### config.mk
export PLATFORM = sky130hd
export DESIGN_NAME = crrm_ram
export DESIGN_NICKNAME = d
export VERILOG_FILES = /design/src/crrm_ram.sv
export SDC_FILE = /design/constraint.sdc
export NUM_CORES = 1
export LEC_CHECK = 0
export ABC_AREA = 0
export BUFFER_PORTS_ARGS = -buffer_cell sky130_fd_sc_hd__buf_2
export CAP_MARGIN = 5
export CORE_ASPECT_RATIO = 1.1
export CORE_MARGIN = 1.5
export CORE_UTILIZATION = 55
export CTS_CLUSTER_SIZE = 20
export DETAILED_ROUTE_END_ITERATION = 6
export PLACE_DENSITY_LB_ADDON = 0.12
export SKIP_CTS_REPAIR_TIMING = 1
export SYNTH_ARGS = -nofsm -noshare
export SYNTH_HDL_FRONTEND = slang
export SYNTH_SLANG_ARGS = --single-unit
### constraint.sdc
create_clock -name clk -period 2.4 [get_ports clk]
set_clock_uncertainty 0.2 [all_clocks]
set_input_delay 0.12 -clock clk [delete_from_list [all_inputs] [get_ports clk]]
set_output_delay 0.12 -clock clk [all_outputs]
set_load 0.03 [all_outputs]
### src/crrm_ram.sv
// ----------------------------------------------------------------------------
// crrm_ram
// Simple dual-port RAM, one write and one registered read per cycle.
// ----------------------------------------------------------------------------
`default_nettype none

module crrm_ram #(
  parameter int WIDTH = 8,
  parameter int DEPTH = 16,
  localparam int AW = (DEPTH > 1) ? $clog2(DEPTH) : 1
) (
  input  wire logic             clk,
  input  wire logic             we,
  input  wire logic [AW-1:0]    waddr,
  input  wire logic [WIDTH-1:0] wdata,
  input  wire logic [AW-1:0]    raddr,
  output logic      [WIDTH-1:0] rdata
);

  logic [WIDTH-1:0] mem [DEPTH];

  always_ff @(posedge clk) begin
    if (we) begin
      mem[waddr] <= wdata;
    end
    rdata <= mem[raddr];
  end

endmodule

`default_nettype wire

---- Word level (Yosys, flattened, before mapping) ----
Memories as Yosys holds them, arrays and structs flattened. A register that Yosys moved wholly into a read port is not among the register bits.
Cells that the tools add are included.
word-level totals
  bits in registers ....................... 0
  RAM bits ................................ 128
  input bits .............................. 18
  output and inout bits ................... 8
  logic and storage cells ................. 3
  memories ................................ 1
cells by class
  muxes and demuxes ....................... 2
memory list
  memory  words  width  read ports  clocked after Yosys merged registers in  write ports  line  RTL
  mem     16     8      1           1                                        1            20    logic [WIDTH-1:0] mem [DEPTH];
operators with widths
  operator  count
  $mux 1    2

---- Depth between registers and ports, before layout ----
  depth in word-level cells ............... 2
  depth in mapped cells ................... 5
  depth with buffers taken out ............ 3

---- Least setup slack after synthesis ----
OpenSTA, ideal clock, no wires.
  kind .................................... input to register
  start ................................... input port waddr[2]
  end ..................................... memory mem[0][0], enable pin
  setup time .............................. 0.383 ns
  data arrival time ....................... 1.230 ns
  data required time ...................... 1.817 ns
  slack ................................... 0.587 ns
  stages .................................. 2
  cells stage by stage .................... or3b_2 -> nor3_1
RTL lines
  item             line  RTL
  start, declared  14    input wire logic [AW-1:0] waddr,
  end, declared    20
Straight into the memory's write port.

---- Final worst setup path ----
  start ................................... input port waddr[1]
  end ..................................... memory mem[4][6], enable pin
Straight into the memory's write port.

==> metrics.txt <==
first-pass GRT wire length 14000 um; Post-Synth XOR/XNOR Area 0; compound-cell area share of the yosys netlist 0.0233; CTS Buffer Depth 2; grt total ovfl 0; kind of critical path input port to flop; WHS -0.0129 ns; Worst setup EP type flop; Tmin final 1.73 ns; die height 104 um; TritonCTS clock tree done; most instantiated library cell after synthesis edfxtp_1; antenna cells 0; clk_lat worst skew 0.50 ns; Max Clk Rate 579 MHz; largest family of logic cells by synthesized area multiplexers; Post-Synth Adder-Cell Area 0; post-DP HPWL 6120 um; Post-Syn Area 5150 sq um; Worst Path Arrival 1.74 ns; Post-Syn Nets 247; TNS Setup 0 ns; Ports 26; layout cells sized above 1 0.295; Critical Path RT 2.42 ns; maximum VDD drop 0.661 mV; Synth Area in Simple Gates 0.0318; hold path start waddr[3]; initial antenna violation count 0; failing checks hold timing; Layout area overhead 19.5%; Post-Syn Instances 229; Starting Density 0.574; worst slew pin tran 0.687 ns; max_slew headroom 0.541; flops & latches, synth 136; DIE AREA 9950 sq um; post-route ant nets 0; WHS Path Cells 3; CP max FO 7; RSZ-0062 raised after global routing false; R2R depth 3; GRT Util Overall 0.206; Worst R2R Setup Slack 0.84 ns; Synth top area share 0.747; site row count 36; crit share post-route 0.720; register area share after synthesis 0.778; P_leak 0.00213 uW; drt pass-1 iters 4; drc violations 0; Syn Area/Cell 22.5 sq um; reg2reg end rdata[1]; Clock Tree Root clkbuf_8; Synth warnings 0; Vias 2410; Hold Crit Class input port to flop; die span in x 95.2 um; Worst-path clk slew 0.05 ns; final hold vios 14; vias in the first global route 2475; post-synthesis mux area share 0.150; cell taking the most area after synthesis edfxtp_1; CTS sink cnt 136; initial DRC count 210; Design Power 5380 uW; startpoint class of the critical path input port; final WL 9390 um; dpl ws 0.443 ns; setup ws final 0.672 ns; Post-synth top flop edfxtp_1; top area cells in the synthesized netlist edfxtp_1 75%, mux4_2 7.9%, mux4_1 7.1%, dfxtp_1 3.1%, a22oi_1 2.3%; Post-DP Area 5490 sq um; nets@finish 313; CTS Buf Count 17; Max-cap violations 0; Setup-failing EPs final 0; Yosys cell types 19; EDFF count, synth 128; post-synthesis async set-or-reset flop share 0; Post-synth top cells 128 x edfxtp_1, 18 x mux4_2, 16 x a22oi_1, 14 x mux4_1, 13 x nor2_1; WL/cell 22.2 um; hold endpoint mem[3][4]; routability cong. 0.795; largest net degree at the start of global routing 17; power per cell area 875 nW/um^2; CTS HTree Levels 4; Finished Cell Area 6150 sq um; status finished with violations; fin. max-slew vios 0; Via-to-Cell Ratio 5.71; core area 8960 sq um; RR Startpoint mem[1][1]; IO buf count 25
## logic make-up after synthesis
family	Yosys count
DFF	136
and+or+nand+nor	35
muxes	32
AOI/OAI and AO/OA	16
buffers and inverters	10
## placed cells by master, fill, tap and decap left out
cell type,Yosys,layout
edfxtp_1,128,128
nand3b_1,2,2
dlygate4sd3_1,0,10
buf_2,3,25
clkinv_4,0,1
clkinv_2,0,4
a22oi_1,16,16
and2_1,1,1
clkinv_1,0,3
or3b_2,1,1
clkbuf_1,0,4
nor2_1,13,13
nor2b_1,1,1
nand3_1,1,1
mux4_1,14,14
nand2b_1,2,2
bufinv_16,0,3
dfxtp_1,8,8
clkbuf_8,0,1
nand2_1,9,9
mux4_2,18,18
buf_4,1,22
nor3_1,4,4
clkbuf_16,0,16
and2b_1,1,1
## layout make-up
cell class / count / area, sq um
repair buffers: 57 / 390
well taps: 114 / 143
multi-input cells: 83 / 1060
clock buffers: 21 / 429
clock inverters: 11 / 130
flip-flops and latches: 136 / 4000
fillers: 558 / 2810
## routing by layer
metal  GRT usage  part of all wire  vias up
met5           0                 0        -
met3      0.0556             0.045        9
li1            -                 -     1103
met4      0.0650             0.012        0
met1       0.287              0.43     1229
met2       0.317              0.51       69
## where the power goes
part	internal, uW	leakage [uW]	switching (uW)
combinational	115	0.000630	166
sequential	2660	0.00122	13.8
clock	1560	0.000276	869
total	4330	0.00213	1050
## how the worst max path moves through the flow
stage,from,to,slack (ns),depth (start not counted)
floorplan,waddr[2],mem[0][0],0.59,2
global placement,raddr[0],rdata[5],0.50,5
detailed placement,raddr[0],rdata[3],0.44,5
CTS,mem[2][3],rdata[3],0.83,3
global route,waddr[1],mem[4][6],0.65,5
finish,waddr[1],mem[4][6],0.67,5
## critical path, stage by stage
cell and delay (ns):
dlygate4sd3_1 0.53, buf_2 0.16, nor3_1 0.19, dlygate4sd3_1 0.60, buf_4 0.15
## sequential cells by signal (all words and copies together) (netlist names)
register,flops
mem,128
rdata,8
## per-stage QoR
step,util,cells
6_report,0.686,422
5_1_grt,0.686,422
4_1_cts,0.675,412
3_5_place_dp,0.613,380
3_3_place_gp,0.613,380
2_1_floorplan,-,229
No activity file was read; power rests on OpenSTA's default activity.
