==> src/crrm_pkg.sv <==
// ----------------------------------------------------------------------------
// crrm_pkg
// Request codes, controller states and walk control for the range remap.
// ----------------------------------------------------------------------------
`default_nettype none

package crrm_pkg;

  localparam logic [1:0] REQ_WRITE     = 2'd0;
  localparam logic [1:0] REQ_TRANSLATE = 2'd1;
  localparam logic [1:0] REQ_RESTART   = 2'd2;

  typedef enum logic [1:0] {
    ST_CLEAR,
    ST_IDLE,
    ST_WALK,
    ST_DONE
  } crrm_state_t;

  typedef struct packed {
    logic start;      // new key loaded
    logic cmp_en;     // window data valid this cycle
    logic stage_end;  // window is the last of its stage
  } crrm_walk_ctrl_t;

endpackage

`default_nettype wire

==> src/crrm_walk.sv <==
// ----------------------------------------------------------------------------
// crrm_walk
// Window match datapath: checks one stored window per cycle against the key
// that entered the current stage, and commits the stage result at stage end.
// ----------------------------------------------------------------------------
`default_nettype none

module crrm_walk #(
  parameter int VALUE_BITS = 32
) (
  input  wire logic                      clk,
  input  wire crrm_pkg::crrm_walk_ctrl_t ctrl,
  input  wire logic [VALUE_BITS:0]       key_in,
  input  wire logic                      win_valid,
  input  wire logic [VALUE_BITS-1:0]     win_dest,
  input  wire logic [VALUE_BITS-1:0]     win_source,
  input  wire logic [VALUE_BITS-1:0]     win_len,
  output logic      [VALUE_BITS:0]       key_out,
  output logic                           overlap_out
);

  logic [VALUE_BITS:0] key_r, key_nxt;
  logic [VALUE_BITS:0] res_r, res_nxt;
  logic                hit_r, hit_nxt;
  logic                ovl_r, ovl_nxt;

  logic [VALUE_BITS:0] diff;
  logic [VALUE_BITS:0] mapped;
  logic                match;

  always_comb begin
    diff   = key_r - {1'b0, win_source};
    mapped = {1'b0, win_dest} + diff;
    match  = win_valid && (key_r >= {1'b0, win_source}) && (diff < {1'b0, win_len});
  end

  always_comb begin
    key_nxt = key_r;
    res_nxt = res_r;
    hit_nxt = hit_r;
    ovl_nxt = ovl_r;
    if (ctrl.start) begin
      key_nxt = key_in;
      hit_nxt = 1'b0;
      ovl_nxt = 1'b0;
    end else if (ctrl.cmp_en) begin
      // lowest slot wins; later hits only flag the overlap
      if (match && hit_r) begin
        ovl_nxt = 1'b1;
      end else if (match) begin
        hit_nxt = 1'b1;
        res_nxt = mapped;
      end
      if (ctrl.stage_end) begin
        if (hit_nxt) begin
          key_nxt = res_nxt;
        end
        hit_nxt = 1'b0;
      end
    end
  end

  always_ff @(posedge clk) begin
    key_r <= key_nxt;
    res_r <= res_nxt;
    hit_r <= hit_nxt;
    ovl_r <= ovl_nxt;
  end

  assign key_out     = key_r;
  assign overlap_out = ovl_r;

endmodule

`default_nettype wire

==> config.mk <==
export PLATFORM = sky130hd
export DESIGN_NAME = crrm_walk
export DESIGN_NICKNAME = d
export VERILOG_FILES = /design/src/crrm_pkg.sv /design/src/crrm_walk.sv
export SDC_FILE = /design/constraint.sdc
export NUM_CORES = 1
export LEC_CHECK = 0
export BUFFER_PORTS_ARGS = -buffer_cell sky130_fd_sc_hd__buf_2
export CORE_ASPECT_RATIO = 0.9
export CORE_MARGIN = 4
export CORE_UTILIZATION = 50
export DETAILED_ROUTE_END_ITERATION = 7
export PLACE_DENSITY = 0.84
export SYNTH_ARGS = -nofsm -noshare
export SYNTH_HDL_FRONTEND = slang
export SYNTH_SLANG_ARGS = --single-unit
==> constraint.sdc <==
create_clock -name clk -period 6.4 [get_ports clk]
set_input_delay 0.96 -clock clk [delete_from_list [all_inputs] [get_ports clk]]
set_output_delay 0.96 -clock clk [all_outputs]
set_load 0.01 [all_outputs]
* Yosys cells after proc, flatten, opt, wreduce, memory -nomap -nowiden
Index checks and enable logic that the tools add are counted.
Word-level totals: flip-flop bits (word level) 68, bits in latches 0, bits in writable memories 0, bits in read-only memories 0, input port bits 134, output and inout bits 34, word-level logic and storage cells 29, memories kept 0
Operators by class: $add $sub $neg 2, $mul 0, div/mod/pow operators 0, $lt $le $gt $ge 2, equality and inequality tests 0, shift operators 0, muxes and demuxes 11, bitwise operators 1, reductions and logical operators 9
Operators with widths (count):
- two-way mux 33 bit | 6
- adder 32 x 33 -> 33 bit | 1
- >= comparator 33 x 32 -> 1 bit | 1
- < comparator 33 x 32 -> 1 bit | 1
- subtractor 33 x 32 -> 33 bit | 1
- nonzero test 2 bit | 3
- two-way mux 1 bit | 5
- AND reduction 2 bit | 2
- logical AND 1 bit | 3
- AND reduction 3 bit | 1
- inverter 1 bit | 1

* Logic depth before layout (Yosys ltp)
depth in word-level cells 11, gate-level depth with buffers 24, depth with buffers taken out 22

* Worst setup path before layout
No wires, ideal clock.
kind input to register, from input win_source[0], to register key_r[0] (netlist: key_out[0]), enable pin, arrival 5.567 ns, slack 0.443 ns, cell stages on the path 21, buffers on the path 0, cells stage by stage ha_1 -> fa_1 -> nand2b_1 -> a211oi_1 -> o211ai_1 -> a211oi_1 -> o21ai_0 -> a21boi_0 -> o21ai_0 -> a21oi_1 -> xor2_1 -> ha_1 -> a211oi_1 -> o21ai_0 -> a211oi_1 -> nand2_1 -> o31ai_1 -> o21ai_0 -> nor2_1 -> o211ai_1 -> nand2_1
On the way: longest elaborated chain between the ends 9, elaborated cells between the ends (all ways) 12
Ends and longest elaborated chain:
- start, declared | line crrm_walk.sv:16 | input wire logic [VALUE_BITS-1:0] win_source,
- subtractor 33 x 32 -> 33 bit or >= comparator 33 x 32 -> 1 bit (tied branches) | line crrm_walk.sv:32, crrm_walk.sv:34
- < comparator 33 x 32 -> 1 bit or logical AND 1 bit (tied branches) | line crrm_walk.sv:34 | match = win_valid && (key_r >= {1'b0, win_source}) && (diff < {1'b0, win_len});
- logical AND 1 bit * | line crrm_walk.sv:34
- two-way mux 1 bit or logical AND 1 bit (tied branches) | line crrm_walk.sv:50, crrm_walk.sv:48
- two-way mux 1 bit * | line crrm_walk.sv:48 | if (match && hit_r) begin
- two-way mux 1 bit * | line crrm_walk.sv:46 | end else if (ctrl.cmp_en) begin
- two-way mux 1 bit * | line crrm_walk.sv:42 | if (ctrl.start) begin
- nonzero test 2 bit (no line) *
- AND reduction 3 bit (no line) *
- end signal, assigned | line crrm_walk.sv:64 | key_r <= key_nxt;
- end, declared | line crrm_walk.sv:22 | logic [VALUE_BITS:0] key_r, key_nxt;
Every way passes the cells marked *; elsewhere a longest branch is shown, timed or not. The select of a mux whose other input is x is not followed. A chain may end at the register's enable or synchronous reset.

* Worst setup path after layout
from input win_source[1], to register key_r[25] (netlist: key_out[25]), data pin
On the way: longest elaborated chain between the ends 9, elaborated cells between the ends (all ways) 13
Ends and longest elaborated chain:
- subtractor 33 x 32 -> 33 bit or >= comparator 33 x 32 -> 1 bit (tied branches) | line crrm_walk.sv:32, crrm_walk.sv:34
- < comparator 33 x 32 -> 1 bit or logical AND 1 bit (tied branches) | line crrm_walk.sv:34
- logical AND 1 bit | line crrm_walk.sv:34
- two-way mux 33 bit or logical AND 1 bit (tied branches) | line crrm_walk.sv:50, crrm_walk.sv:48
- two-way mux 33 bit * | line crrm_walk.sv:48
- two-way mux 33 bit * | line crrm_walk.sv:55 | if (hit_nxt) begin
- two-way mux 33 bit * | line crrm_walk.sv:54 | if (ctrl.stage_end) begin
- two-way mux 33 bit * | line crrm_walk.sv:46
- two-way mux 33 bit * | line crrm_walk.sv:42
- named net key_nxt[25] | line crrm_walk.sv:22
Mark *: on every way through the listed nets, which the timed path passes. The rest lies on a longest branch. The select of a mux whose other input is x is not followed.

==> impl_metrics.ini <==
[synthesis]
synthFlopType = edfxtp_1
synth.area.top_cells = edfxtp_1 27%, ha_1 16%, mux2_4 6.8%
synth_edf_count = 66
ys_ff_latch = 68
async_reset_ff_frac = 0
syn_nets = 1041
yosysMostFrequentCell = ha_1
synthCells = 810
yosysWarnings = 0
netlist_area_um2 = 7463
seq_area_frac_synth = 0.2709
synth_top_area_share = 0.2655
yosys.cell_types.count = 70
synth_commonest_cells = 95 x ha_1, 82 x inv_1, 80 x a21oi_1
yosysTopAreaCell = edfxtp_1
syn_area_per_cell_um2 = 9.214

[die]
pin_count = 168
core_region_area_um2 = 14660
fp-row-count = 42
die_h_um = 123.9
die-area_um2 = 16950
start_util = 0.5090
fp.dieW_um = 136.8

[cts]
ctsHtreeMaxLevel = 3
tritoncts = built
clock_latency_ns = 0.33
clock-sinks = 68
clkSlewWorstSetupHoldPaths_ns = 0.06
cts_buffers = 9
ctsHoldBuffers = 0
cts_root_buf = clkbuf_16
clockBufferDepth = 2

[place]
placed_area_um2 = 8633
dp_hpwl_um = 17570
port_buffers = 167
gp_congestion = 0.9288

[critical_path]
crit_path_max_fanout = 16
cp.required_ns = 6.48
end_kind = register
timing.critical_path.arrival_ns = 6.15
crit_path_start_kind = input port
path_class = in -> reg

[sta]
period_share = 0.9479
tightestPinTransition_ns = 0.6294
period_minus_slack_ns = 6.067
slew_viol_final = 0
setup_violations = 0
fmax_mhz = 164.8
maxSlewHeadroom = 0.5696
rsz0062_at_grt = false
clock_skew_ns = 0.007863
hold_viol_final = 0

[power]
leakage_nw = 4.229
finalPower_mw = 3.028
vdd.ir_drop.worst_mv = 0.1589
p_per_area_nw_per_um2 = 338.6

[flow_run]
drv_cap = 0

[final_layout]
area_growth_pct = 19.82
design_area_um2 = 8942
num-fill-cells = 1235
nets = 1219
n_antenna_cell = 0
drive_gt1_frac = 0.2840

[detailed_routing]
routed_via_density = 5.858
drt_pass1_iterations = 5
vias = 6977
finalWirelength_um = 21840
first_iter_violations = 540
drc = 0
drt-wirelength-per-cell_um = 18.34
drtAntennaViolNets = 0

[status]
status = finished clean

[global_routing]
grt_pass1_vias = 6681
grt_max_degree = 40
antenna_found_initial = 0
grt_overflow = 0
grt_pass1_wl_um = 33530
grtUsageTotal = 0.2554

[min_path]
holdCritPathClass = reg -> reg
layer usage:
metal	vias to the layer above	GRT usage	routed length, µm	share of wire
met5	-	0	0	0
met4	0	0.09227	674	0.031
met3	51	0.03998	1895	0.087
met2	338	0.4159	9905	0.45
met1	3226	0.3461	9368	0.43
li1	3362	-	-	-
report_power, final:
group          internal (mW)  leakage [nW]  switching, mW
clock                  0.322         0.149          0.193
combinational          0.828          3.43           1.07
sequential             0.581         0.650         0.0361
total                   1.73          4.23           1.30
critical path, stage by stage:
cell and delay, ns:
buf_2 0.10, inv_1 0.05, ha_1 0.31, nor2b_1 0.15
o2111ai_1 0.28, a21oi_1 0.19, o21ai_0 0.43, nand2_1 0.17
buf_4 0.19, a2111oi_0 0.47, o21bai_1 0.13, a21oi_1 0.19
xnor2_1 0.24, ha_1 0.31, nand2_1 0.09, o21ai_0 0.12
a211oi_2 0.20, nand2_1 0.08, o31ai_1 0.26, buf_4 0.16
o211ai_2 0.11, nor2_4 0.17, buf_12 0.20, mux2_4 0.33
mux2_4 0.26
cell type report:
cell class                 instances  area, µm²  share of cell area
clock buffer                      12      256.5             0.02868
timing repair buffer             190       1059              0.1184
inverter                          82      307.8             0.03442
clock inverter                     4      47.55            0.005317
sequential                        68       2022              0.2261
multi-input combinational        637       5002              0.5594
tap                              198      247.7             0.02770
sequential cells by signal, indices dropped and copies added (netlist names):
signal / count
hit_r: 1
key_out: 33
overlap_out: 1
res_r: 33
metrics by stage:
step	TNS [ns]	worst slack (ns)	util	std cells	hold WS, ns
3_3_place_gp	0	0.1346	0.5888	1175	0.4713
2_1_floorplan	0	0.4426	-	810	0.4915
6_report	0	0.3333	0.6099	1191	0.5310
5_1_grt	0	0.03795	0.6099	1191	0.5646
4_1_cts	0	0.2367	0.6096	1191	0.5326
3_5_place_dp	-0.1601	-0.01797	0.5888	1175	0.5068
layout by cell type, fill, tap and decap left out, types with 3 or more instances in the layout:
master / n
edfxtp_1: 66
clkbuf_16: 9
o211ai_1: 6
and2_1: 4
nand2_1: 61
nor4_1: 3
mux2_4: 34
or2_2: 3
buf_12: 4
nor2b_1: 7
xnor2_1: 35
nand2b_1: 5
nand3_1: 13
o21ai_0: 46
o2111ai_1: 3
buf_4: 19
buf_2: 167
o31a_1: 3
and3_1: 8
o211a_1: 4
a211oi_1: 14
nand4b_1: 3
mux2_2: 22
o21bai_1: 8
a21boi_0: 4
nor3_1: 12
nand4_1: 11
o21a_1: 6
a211o_1: 4
inv_1: 81
a21o_1: 24
a31oi_1: 13
a21oi_1: 80
xor2_1: 17
o21ai_1: 4
and4_1: 3
a2111oi_0: 3
ha_1: 95
nor2_1: 38
path summary, 6_finish.rpt:
path	startpoint	to	slack (ns)	cells past startpoint
worst max-delay path	win_source[1]	key_out[25]$_DFFE_PP_	0.33	25
worst min-delay path	overlap_out$_SDFFE_PP0P_	overlap_out$_SDFFE_PP0P_	0.53	2
worst max register to register	key_out[0]$_DFFE_PP_	key_out[25]$_DFFE_PP_	0.64	25
worst min register to register	overlap_out$_SDFFE_PP0P_	overlap_out$_SDFFE_PP0P_	0.53	2
logic make-up after synthesis:
kind of cell | Yosys count | synth area share
XOR/XNOR | 53 | 0.06320
buffers and inverters | 105 | 0.05985
flip-flops | 68 | 0.2709
AND/OR/NAND/NOR | 180 | 0.1179
multiplexers | 57 | 0.1029
adder cells (fa/ha/maj) | 97 | 0.1646
AO/OA/AOI/OAI | 250 | 0.2206
what timing repair did:
item | CTS | global route
endpoints found under the setup margin | 0 | 66
buffers inserted | 0 | 0
gates resized for setup | 0 | 3
(Power assumes the default switching activity.)
